`src/hdl/bdss_pkg.sv`:
```
`timescale 1ns / 1ps
// ----------------------------------------------------------------------------
// bdss_pkg
// Shared types, segment codes and the digit-to-segment table for the
// byte to decimal seven-segment decoder.
// ----------------------------------------------------------------------------
package bdss_pkg;

	localparam logic [7:0] SEG_BLANK = 8'h00;
	localparam logic [7:0] SEG_MINUS = 8'h01;

	typedef struct packed {
		logic       neg;
		logic [1:0] hundreds;
		logic [3:0] tens;
		logic [3:0] ones;
	} digits_t;

	typedef struct packed {
		logic [7:0] thousands;
		logic [7:0] hundreds;
		logic [7:0] tens;
		logic [7:0] ones;
	} segs_t;

	function automatic logic [7:0] digit_seg(input logic [3:0] d);
		logic [7:0] s;
		case (d)
			4'd0:    s = 8'h7e;
			4'd1:    s = 8'h30;
			4'd2:    s = 8'h6d;
			4'd3:    s = 8'h79;
			4'd4:    s = 8'h33;
			4'd5:    s = 8'h5b;
			4'd6:    s = 8'h5f;
			4'd7:    s = 8'h70;
			4'd8:    s = 8'h7f;
			4'd9:    s = 8'h7b;
			default: s = SEG_BLANK;
		endcase
		return s;
	endfunction

endpackage

```
`src/hdl/bdss_split.sv`:
```
`timescale 1ns / 1ps
// ----------------------------------------------------------------------------
// bdss_split
// Takes the magnitude of the byte and splits it into decimal digits.
// ----------------------------------------------------------------------------
module bdss_split (
	input  logic                   signed_mode,
	input  logic [7:0]             value,
	output bdss_pkg::digits_t      digits
);

	logic        neg;
	logic [7:0]  mag;
	logic [7:0]  rem_full;
	logic [6:0]  rem;
	logic [1:0]  hund;
	logic [14:0] prod;
	logic [3:0]  tens;
	logic [6:0]  ones_w;

	always_comb begin
		neg = signed_mode & value[7];
		mag = neg ? (~value + 8'd1) : value;
		if (mag >= 8'd200) begin
			hund     = 2'd2;
			rem_full = mag - 8'd200;
		end else if (mag >= 8'd100) begin
			hund     = 2'd1;
			rem_full = mag - 8'd100;
		end else begin
			hund     = 2'd0;
			rem_full = mag;
		end
		rem    = rem_full[6:0];
		// divide by ten: multiply by 205 / 2048, exact below 1029
		prod   = {8'd0, rem} * 15'd205;
		tens   = prod[14:11];
		ones_w = rem - ({3'd0, tens} * 7'd10);

		digits.neg      = neg;
		digits.hundreds = hund;
		digits.tens     = tens;
		digits.ones     = ones_w[3:0];
	end

endmodule

```
`src/hdl/bdss_encode.sv`:
```
`timescale 1ns / 1ps
// ----------------------------------------------------------------------------
// bdss_encode
// Maps digits to segment patterns with leading-zero blanking and minus sign.
// ----------------------------------------------------------------------------
module bdss_encode (
	input  bdss_pkg::digits_t digits,
	output bdss_pkg::segs_t   segs
);

	always_comb begin
		segs.ones      = bdss_pkg::digit_seg(digits.ones);
		segs.tens      = bdss_pkg::digit_seg(digits.tens);
		segs.hundreds  = bdss_pkg::digit_seg({2'd0, digits.hundreds});
		segs.thousands = bdss_pkg::SEG_BLANK;
		if (digits.hundreds == 2'd0) begin
			segs.hundreds = bdss_pkg::SEG_BLANK;
			if (digits.tens == 4'd0) begin
				segs.tens = digits.neg ? bdss_pkg::SEG_MINUS : bdss_pkg::SEG_BLANK;
			end else if (digits.neg) begin
				segs.hundreds = bdss_pkg::SEG_MINUS;
			end
		end else if (digits.neg) begin
			segs.thousands = bdss_pkg::SEG_MINUS;
		end
	end

endmodule

```
`src/hdl/byte_to_decimal_seven_segment.sv`:
```
`timescale 1ns / 1ps
// ----------------------------------------------------------------------------
// byte_to_decimal_seven_segment
// Converts a byte to four common-cathode seven-segment patterns, unsigned or
// two's complement, with leading-zero blanking and a floating minus sign.
// ----------------------------------------------------------------------------
// Path: input register, then result register; the input register passes its
//   decoded value on once the result register is empty or out_ready is high.
// Throughput: one item per cycle; the result register stalls only on out_ready.
// Reset: arst_n clears both valid bits and signed_mode; payload is not reset.
module byte_to_decimal_seven_segment (
	input  logic       clk,
	input  logic       arst_n,
	input  logic       cfg_valid,
	output logic       cfg_ready,
	input  logic       cfg_data,
	input  logic       in_valid,
	output logic       in_ready,
	input  logic [7:0] value,
	output logic       out_valid,
	input  logic       out_ready,
	output logic [7:0] seg_ones,
	output logic [7:0] seg_tens,
	output logic [7:0] seg_hundreds,
	output logic [7:0] seg_thousands
);

	logic              signed_mode_q;
	logic              valid_s1;
	logic [7:0]        value_s1;
	logic              mode_s1;
	logic              valid_s2;
	bdss_pkg::segs_t   segs_s2;
	bdss_pkg::digits_t digits;
	bdss_pkg::segs_t   segs;
	logic              adv_s1;

	assign cfg_ready = 1'b1;
	assign adv_s1    = valid_s1 & (~valid_s2 | out_ready);
	assign in_ready  = ~valid_s1 | adv_s1;

	always_ff @(posedge clk or negedge arst_n) begin
		if (!arst_n) begin
			signed_mode_q <= 1'b0;
		end else if (cfg_valid && cfg_ready) begin
			signed_mode_q <= cfg_data;
		end
	end

	always_ff @(posedge clk or negedge arst_n) begin
		if (!arst_n) begin
			valid_s1 <= 1'b0;
		end else if (in_ready) begin
			valid_s1 <= in_valid;
		end
	end

	always_ff @(posedge clk) begin
		if (in_valid && in_ready) begin
			value_s1 <= value;
			mode_s1  <= signed_mode_q;
		end
	end

	bdss_split u_split (
		.signed_mode (mode_s1),
		.value       (value_s1),
		.digits      (digits)
	);

	bdss_encode u_encode (
		.digits (digits),
		.segs   (segs)
	);

	always_ff @(posedge clk or negedge arst_n) begin
		if (!arst_n) begin
			valid_s2 <= 1'b0;
		end else if (~valid_s2 | out_ready) begin
			valid_s2 <= valid_s1;
		end
	end

	always_ff @(posedge clk) begin
		if (adv_s1) begin
			segs_s2 <= segs;
		end
	end

	assign out_valid     = valid_s2;
	assign seg_ones      = segs_s2.ones;
	assign seg_tens      = segs_s2.tens;
	assign seg_hundreds  = segs_s2.hundreds;
	assign seg_thousands = segs_s2.thousands;

endmodule

```
`config.mk`:
```
export PLATFORM = sky130hd
export DESIGN_NAME = byte_to_decimal_seven_segment
export DESIGN_NICKNAME = d
export VERILOG_FILES = /design/src/hdl/bdss_pkg.sv /design/src/hdl/bdss_split.sv /design/src/hdl/bdss_encode.sv /design/src/hdl/byte_to_decimal_seven_segment.sv
export SDC_FILE = /design/constraint.sdc
export NUM_CORES = 1
export LEC_CHECK = 0
export BUFFER_PORTS_ARGS = -buffer_cell sky130_fd_sc_hd__buf_2
export CORE_MARGIN = 3
export CORE_UTILIZATION = 53
export CTS_CLUSTER_DIAMETER = 40
export DETAILED_ROUTE_END_ITERATION = 8
export MAX_ROUTING_LAYER = met4
export PLACE_DENSITY = 0.75
export REMOVE_ABC_BUFFERS = 1
export SKIP_LAST_GASP = 1
export SLEW_MARGIN = 20
export SYNTH_ARGS = -nofsm -noshare
export SYNTH_HDL_FRONTEND = slang
export SYNTH_SLANG_ARGS = --single-unit
```
`constraint.sdc`:
```
create_clock -name clk -period 14.4 [get_ports clk]
set_input_delay 1.44 -clock clk [delete_from_list [all_inputs] [get_ports clk]]
set_output_delay 1.44 -clock clk [all_outputs]
set_load 0.02 [all_outputs]
```
==> impl_metrics.toml, run 1 <==
[die]
die_h_um = 83.8
dieArea_um2 = 7020
start_util_pct = 56.5
coreArea_um2 = 5680
die_x_um = 83.8
ioPinCount = 49
rows = 27

[clock_network]
clockBufferDepth = 2
numCtsBuffers = 5
cts_resized = 0
post_cts_buffers = 0
cts_root_buf = "clkbuf_8"
cts_max_level = 2
clock_latency_ps = 290
tritoncts = "done"
clk_pin_slew_worst_paths_ps = 70
cts_sinks = 31
cts_hold_buf = 0

[min_path]
worstHoldPathType = "flip-flop to flip-flop"
hp-start = "signed_mode_q$_DFFE_PN0P_"

[critical_path]
critPathLaunchType = "flip-flop"
critPathBufInv = 3
critical_path.startpoint = "value_s1[0]$_DFFE_PP_"
worstPathArrival_ps = 8480
crit_type = "flip-flop to flip-flop"
worst_path_max_delay_cell = "edfxtp_1"
cp_max_fo = 11
slowest_delay_ps = 510
worstPathRequired_ps = 14520
path_delay_family = "simple AND/OR/NAND/NOR gates"
endpoint_kind = "flip-flop"
crit_path_frequent_cell = "ha_1"
rr_startpoint = "value_s1[0]$_DFFE_PP_"

[place]
dp_hpwl_um = 4890
numPortBuffers = 36
preCtsSetupSlack_ps = 6070
dp.cells = 420
routabilityCongestion = 0.934

[timing]
tightestPinTransition_ps = 950
slew_viol_final = 0
finalSetupTns_ps = 0
fmax_ghz = 0.120
timing.final.crit_period_ps = 8360
slew_headroom_pct = 36.2
finalHoldViolations = 0
period_share_pct = 58.1
setup_slack_ps = 6040
fin_skew_ps = 4.78
setup_viol = 0
grt_setup_unrepaired = "no"

[yosys]
synth_top_area_share_pct = 26.2
synth_ff_type = "edfxtp_1"
avgSynthCellArea_um2 = 9.80
async_flop_share_pct = 9.68
ys_types = 63
netlist_area_um2 = 3210
synth-seq-cells = 31
ys_seq_area_share_pct = 28.6
yosys_warnings = 0
netlist_instances = 327
synth_area_leaders = "edfxtp_1 (26%), ha_1 (20%), fa_1 (5.6%)"
synth_largest_area_cell = "edfxtp_1"
synth_edf_count = 28

[route]
num_vias = 2286
drtIter0Drc = 114
post_drt_wl_per_cell_um = 14.0
drc = 0
drtAntennaViolNets = 0
postRouteWirelength_um = 6000
via_per_inst = 5.34
dr.pass1.iters = 4

[layout]
multi_input_area_um2 = 2030
fin_util_pct = 60.5
regArea_um2 = 916
syn2layout_area_growth_pct = 7.14
layout.nets = 428
final_cell_mix = "ha_1 (50), buf_2 (36), inv_1 (34)"
layout_commonest_cell = "ha_1"
fillers = 485
layout-drive-gt1-share_pct = 17.1
num_antenna_cells = 0
post_layout_nonfiller_instances = 428

[run]
cap_violations = 0

[grt]
grt_first_pass_wirelength_um = 10100
grt_overflow = 0
antenna_found_initial = 0
grt_max_degree = 20
grt_util_all_layers_pct = 18.1
grt_pass1_vias = 2172

[run_status]
outcome = "completed"
kinds of logic (layout without fill, tap and decap cells):
family / count (synthesis) / in the layout / synth area share (%)
XOR/XNOR: 15 / 15 / 4.76
adder cells (fa/ha/maj): 59 / 59 / 25.1
buffers and inverters: 61 / 80 / 9.41
AO/OA/AOI/OAI: 61 / 61 / 14.8
flip-flops: 31 / 31 / 28.6
multiplexers: 3 / 3 / 1.01
other: 2 / 12 / 0.234
AND/OR/NAND/NOR: 95 / 95 / 16.1
worst paths after layout:
kind                                        endpoint  slack [ps]  cells after the start
min in group asynchronous  signed_mode_q$_DFFE_PN0P_         940                      1
max in group asynchronous      out_valid$_DFFE_PN0P_       13350                      1
setup reg to reg               seg_ones[1]$_DFFE_PP_        6040                     27
hold / removal                     mode_s1$_DFFE_PP_         460                      0
hold reg to reg                    mode_s1$_DFFE_PP_         460                      0
setup / recovery               seg_ones[1]$_DFFE_PP_        6040                     27
synth_stat cells (2+ instances only):
cell type	number
conb_1	2
and2_1	11
or3_1	3
buf_6	2
ha_1	50
nand3b_1	3
nand3_1	6
fa_1	9
mux2_2	2
dfrtp_1	3
inv_1	34
a21oi_1	16
and4_1	2
a21o_1	6
o311a_1	2
nand2_1	28
a211o_1	2
nor3b_1	2
xnor2_1	9
buf_2	2
nor2b_1	2
clkbuf_1	7
o21ai_0	9
nor2_1	15
or2_2	2
o211a_1	2
and3b_1	2
nand2b_1	9
edfxtp_1	28
o211ai_1	4
xor2_1	4
a21boi_0	3
nand3_2	2
a32o_1	2
buf_4	14
sequential cells by signal (all words and copies together) (netlist names):
| signal | flops |
|---|---|
| seg_tens | 7 |
| out_valid | 1 |
| valid_s1 | 1 |
| signed_mode_q | 1 |
| seg_ones | 7 |
| mode_s1 | 1 |
| value_s1 | 8 |
| seg_thousands | 1 |
| seg_hundreds | 4 |
routing by layer:
metal	vias to the layer above	GRT usage, %	share of wire, %
li1	1161	-	-
met1	1055	23.0	44
met2	59	29.6	49
met3	11	4.44	5.3
met4	0	3.80	0.95
met5	-	-	0
worst register-to-register path, stage by stage, from the launching register on:
cell,delay (ps)
edfxtp_1,510
inv_1,330
ha_1,280
or3b_4,410
a221oi_4,420
nand4_2,210
and2_1,320
or2_2,330
xnor2_1,290
ha_1,320
ha_1,230
fa_1,480
inv_1,60
fa_1,490
inv_1,40
ha_1,270
and2_0,180
and4_1,220
and2_1,180
a32o_1,290
a211oi_4,290
o21ai_0,260
and2_1,270
fa_1,440
xnor2_1,170
xnor3_1,390
or3_1,400
o211ai_1,120
area by class of cell:
class	count	area share, %
Timing Repair Buffer	36	5.25
Multi-Input combinational cell	245	59.0
Clock buffer	6	2.11
Sequential cell	31	26.7
Tap cell	72	2.62
Inverter	36	4.01
Clock inverter	2	0.364
per-stage QoR:
step | hold WS, ps | instance area [um2]
after floorplan | 421 | 3080
after global placement | 432 | 3350
after detailed placement | 444 | 3350
after CTS | 460 | 3430
after global routing | 484 | 3430
final | 458 | 3430
Power of run 1 is not shown: default switching activity piles up to over one toggle a cycle in this logic, so the estimate is an artifact.
==> run 2, diff against run 1 <==
Settings changed: PLACE_DENSITY 0.75 to 0.78.
Clock period 14.4 ns to 7.12 ns, I/O delays scaled along.
==> impl_metrics.toml, run 2 (same netlist as run 1, synthesis figures left out) <==
[layout]
multi_input_area_um2 = 2310
fillers = 375
syn2layout_area_growth_pct = 31.6
regArea_um2 = 916
layout-drive-gt1-share_pct = 40.8
layout.nets = 491
post_layout_nonfiller_instances = 491
largest_register_ffs = 8
final_cell_mix = "buf_4 (59), ha_1 (43), buf_2 (36)"
largest-register = "value_s1"
num_antenna_cells = 0
layout_commonest_cell = "buf_4"

[route]
drtIter0Drc = 158
via_per_inst = 5.65
dr.pass1.iters = 4
drtAntennaViolNets = 0
drc = 0
post_drt_wl_per_cell_um = 17.3
postRouteWirelength_um = 8480
num_vias = 2773

[clock_network]
clock_latency_ps = 290
cts_sinks = 31
clk_pin_slew_worst_paths_ps = 70
clockBufferDepth = 2
numCtsBuffers = 5
cts_max_level = 2
tritoncts = "done"
cts_root_buf = "clkbuf_8"

[critical_path]
worstPathRequired_ps = 7160
critPathLaunchType = "flip-flop"
crit_type = "flip-flop to flip-flop"
endpoint_kind = "flip-flop"
cp_max_fo = 5
crit_path_frequent_cell = "ha_4"
slowest_delay_ps = 490
worst_path_max_delay_cell = "fa_1"
worstPathArrival_ps = 7210

[timing]
setup_viol = 3
fin_skew_ps = 6.10
finalHoldViolations = 0
slew_viol_final = 0
timing.final.crit_period_ps = 7170
whs_ps = 213
tightestPinTransition_ps = 833
finalSetupTns_ps = -108
setup_slack_ps = -52.4
fmax_ghz = 0.139
slew_headroom_pct = 44.5
period_share_pct = 101

[place]
preCtsSetupSlack_ps = -271
numPortBuffers = 36
dp.cells = 473
dp_hpwl_um = 5530
routabilityCongestion = 0.939

[min_path]
worstHoldPathType = "input port to asynchronous set/reset pin"

[grt]
antenna_found_initial = 0
grt_pass1_vias = 2663
grt_max_degree = 20
grt_util_all_layers_pct = 20.8
grt_overflow = 0
grt_first_pass_wirelength_um = 11700

[die]
die_x_um = 83.8
die_h_um = 83.8
dieArea_um2 = 7020
coreArea_um2 = 5680
start_util_pct = 56.5
ioPinCount = 49
rows = 27

[run_status]
outcome = "finished with violations"
violations = "setup timing"

[run]
cap_violations = 0
==> run 2: cell types whose count changed in the layout (fill, tap and decap cells not counted), moves of 4 or more <==
cell / before / now
and2_4: 0 / 6
xor2_1: 4 / 0
a21oi_2: 1 / 5
a21oi_1: 16 / 12
and2_1: 11 / 6
buf_6: 0 / 4
buf_4: 0 / 59
xnor2_1: 9 / 4
o21ai_0: 9 / 5
ha_4: 0 / 5
ha_1: 50 / 43
==> run 2: layer usage <==
metal  vias up  part of all wire [%]  track usage, %
met1      1305                    35            22.0
met4         0                   4.4            5.85
met3        42                   6.2            3.95
li1       1296                     -               -
met5         -                     0               -
met2       130                    54            39.0
==> run 2: per-stage QoR <==
stage | util, % | cell area (um2)
finish | 74.3 | 4220
CTS | 68.7 | 3900
global placement | 66.0 | 3750
detailed placement | 66.0 | 3750
floorplan | - | 3080
global route | 74.3 | 4220
==> run 2: path summary, 6_finish.rpt <==
check / startpoint / endpoint / slack [ps] / cells after the start
max: value_s1[1]$_DFFE_PP_ / seg_ones[0]$_DFFE_PP_ / -50 / 34
min: arst_n / signed_mode_q$_DFFE_PN0P_ / 210 / 1
max reg2reg: value_s1[1]$_DFFE_PP_ / seg_ones[0]$_DFFE_PP_ / -50 / 34
min reg2reg: signed_mode_q$_DFFE_PN0P_ / mode_s1$_DFFE_PP_ / 460 / 0
max in group asynchronous: arst_n / out_valid$_DFFE_PN0P_ / 6800 / 1
min in group clk: signed_mode_q$_DFFE_PN0P_ / mode_s1$_DFFE_PP_ / 460 / 0
==> run 2: worst max-delay path: cells and delay by family, from the launching register on <==
kind	cells	cell delay (ps)
fa+ha+maj	8	2410
simple gates	8	1350
compound gates	6	1240
xor+xnor	4	800
buf+inv	7	570
flops	1	420
mux	1	140
==> run 2: cell type report <==
cell class	instances	share of cell area [%]
clock inverter	1	0.119
multi-input combinational	245	54.8
sequential	31	21.7
inverter	36	3.32
timing repair buffer	99	15.8
clock buffer	7	2.05
tap	72	2.14
==> run 2: timing repair <==
item	4_1_cts	5_1_grt
setup endpoints to repair	8	15
hold buffers	0	0
buffers inserted	1	9
gates resized for setup	13	55
pin swaps	6	38
Power of run 2 is left out for the same reason.
==> run 3, diff against run 2 <==
Settings changed: CORE_UTILIZATION 53 to 50, PLACE_DENSITY 0.78 to 0.74.
==> impl_metrics.toml, run 3 (same netlist as run 1, synthesis figures left out) <==
[run_status]
outcome = "completed"

[layout]
largest-register = "value_s1"
final_cell_mix = "buf_4 (65), ha_1 (43), buf_2 (37)"
num_antenna_cells = 0
layout-drive-gt1-share_pct = 41.4
syn2layout_area_growth_pct = 32.2
layout_commonest_cell = "buf_4"
layout.nets = 497
fillers = 438
largest_register_ffs = 8

[route]
num_vias = 2661
drtAntennaViolNets = 0
postRouteWirelength_um = 7580
post_drt_wl_per_cell_um = 15.2
dr.pass1.iters = 4
drtIter0Drc = 87
drc = 0
via_per_inst = 5.32

[min_path]
worstHoldPathType = "input port to asynchronous set/reset pin"

[critical_path]
worst_path_max_delay_cell = "fa_1"
r2r-end = "seg_ones[1]$_DFFE_PP_"
cp_max_fo = 5
rr_startpoint = "value_s1[1]$_DFFE_PP_"
critPathLaunchType = "flip-flop"
cp-endpoint = "seg_ones[1]$_DFFE_PP_"
reg2reg_setup_slack_ps = 130
crit_type = "flip-flop to flip-flop"
critical_path.startpoint = "value_s1[1]$_DFFE_PP_"
worstPathArrival_ps = 7120
endpoint_kind = "flip-flop"
worstPathRequired_ps = 7250
slowest_delay_ps = 530
r2r_cells = 34

[clock_network]
cts_max_level = 2
tritoncts = "done"
cts_sinks = 31
cts_hold_buf = 0
clockBufferDepth = 2
clock_latency_ps = 290
clk_pin_slew_worst_paths_ps = 70
cts_root_buf = "clkbuf_8"
numCtsBuffers = 5

[die]
coreArea_um2 = 6060
die_x_um = 86.1
rows = 28
start_util_pct = 52.9
die_h_um = 86.1
dieArea_um2 = 7410
ioPinCount = 49

[grt]
grt_pass1_vias = 2705
grt_max_degree = 20
grt_use_met2_pct = 37.4
antenna_found_initial = 0
grtUsageMet1_pct = 21.5
grtUsageMet3_pct = 4.23
top_usage_layer = "met2"
grt_overflow = 0
grt_first_pass_wirelength_um = 11700
grt_util_all_layers_pct = 20.3

[run]
cap_violations = 0

[timing]
period_share_pct = 98.2
slew_headroom_pct = 43.2
finalHoldViolations = 0
whs_ps = 214
slew_viol_final = 0
tightestPinTransition_ps = 853
timing.final.crit_period_ps = 6990
fmax_ghz = 0.143
setup_viol = 0
fin_skew_ps = 9.00
grt_setup_unrepaired = "yes"

[place]
routabilityCongestion = 0.961
numPortBuffers = 36
dp_hpwl_um = 5370
run 3: how the worst min path moves through the flow:
stage                                 to                      start  cells after the start  slack [ps]
5_1_grt        signed_mode_q$_DFFE_PN0P_                     arst_n                      1         200
4_1_cts        signed_mode_q$_DFFE_PN0P_                     arst_n                      1         210
2_1_floorplan      out_valid$_DFFE_PN0P_                     arst_n                      0         420
3_5_place_dp           mode_s1$_DFFE_PP_  signed_mode_q$_DFFE_PN0P_                      0         440
3_3_place_gp           mode_s1$_DFFE_PP_  signed_mode_q$_DFFE_PN0P_                      0         430
6_report       signed_mode_q$_DFFE_PN0P_                     arst_n                      1         210
run 3: area by class of cell:
cell class	count	area (um2)	share of cell area, %
repair buffers	105	707	16.7
flip-flops and latches	31	916	21.6
multi-input cells	245	2290	54.1
clock buffers	7	86.3	2.04
inverters	36	138	3.25
well taps	75	93.8	2.21
clock inverters	1	5.00	0.118
run 3: timing repair:
item | CTS | global route
setup endpoints to repair | 9 | 15
gates resized for setup | 23 | 43
buffers inserted | 12 | 8
pin swaps | 13 | 35
gates cloned | 0 | 1
run 3: metal layers:
layer	share of wire (%)	routed length (um)
met4	3.4	257
met3	4.2	315
met1	39	2980
met5	0	0
met2	53	4020
run 3: through the flow:
| stage | TNS (ps) | util [%] | cells | worst slack (ps) | instance area, um2 |
|---|---|---|---|---|---|
| 2_1_floorplan | -1910 | - | 312 | -397 | 3080 |
| 3_3_place_gp | -572 | 61.3 | 471 | -133 | 3710 |
| 3_5_place_dp | -1670 | 61.3 | 471 | -302 | 3710 |
| 4_1_cts | 0 | 66.0 | 491 | 4.35 | 4000 |
| 5_1_grt | -1160 | 69.9 | 500 | -187 | 4240 |
| 6_report | 0 | 69.9 | 500 | 130 | 4240 |
run 3: critical path, delay by kind of cell, from the launching register on:
family	cells	cell delay, ps
buffers and inverters	8	630
adders and majority gates	7	2120
muxes	1	120
AOI/OAI and AO/OA	6	1100
and+or+nand+nor	9	1670
xor gates and xnor gates	3	720
DFF	1	450
Power of run 3 is left out for the same reason.
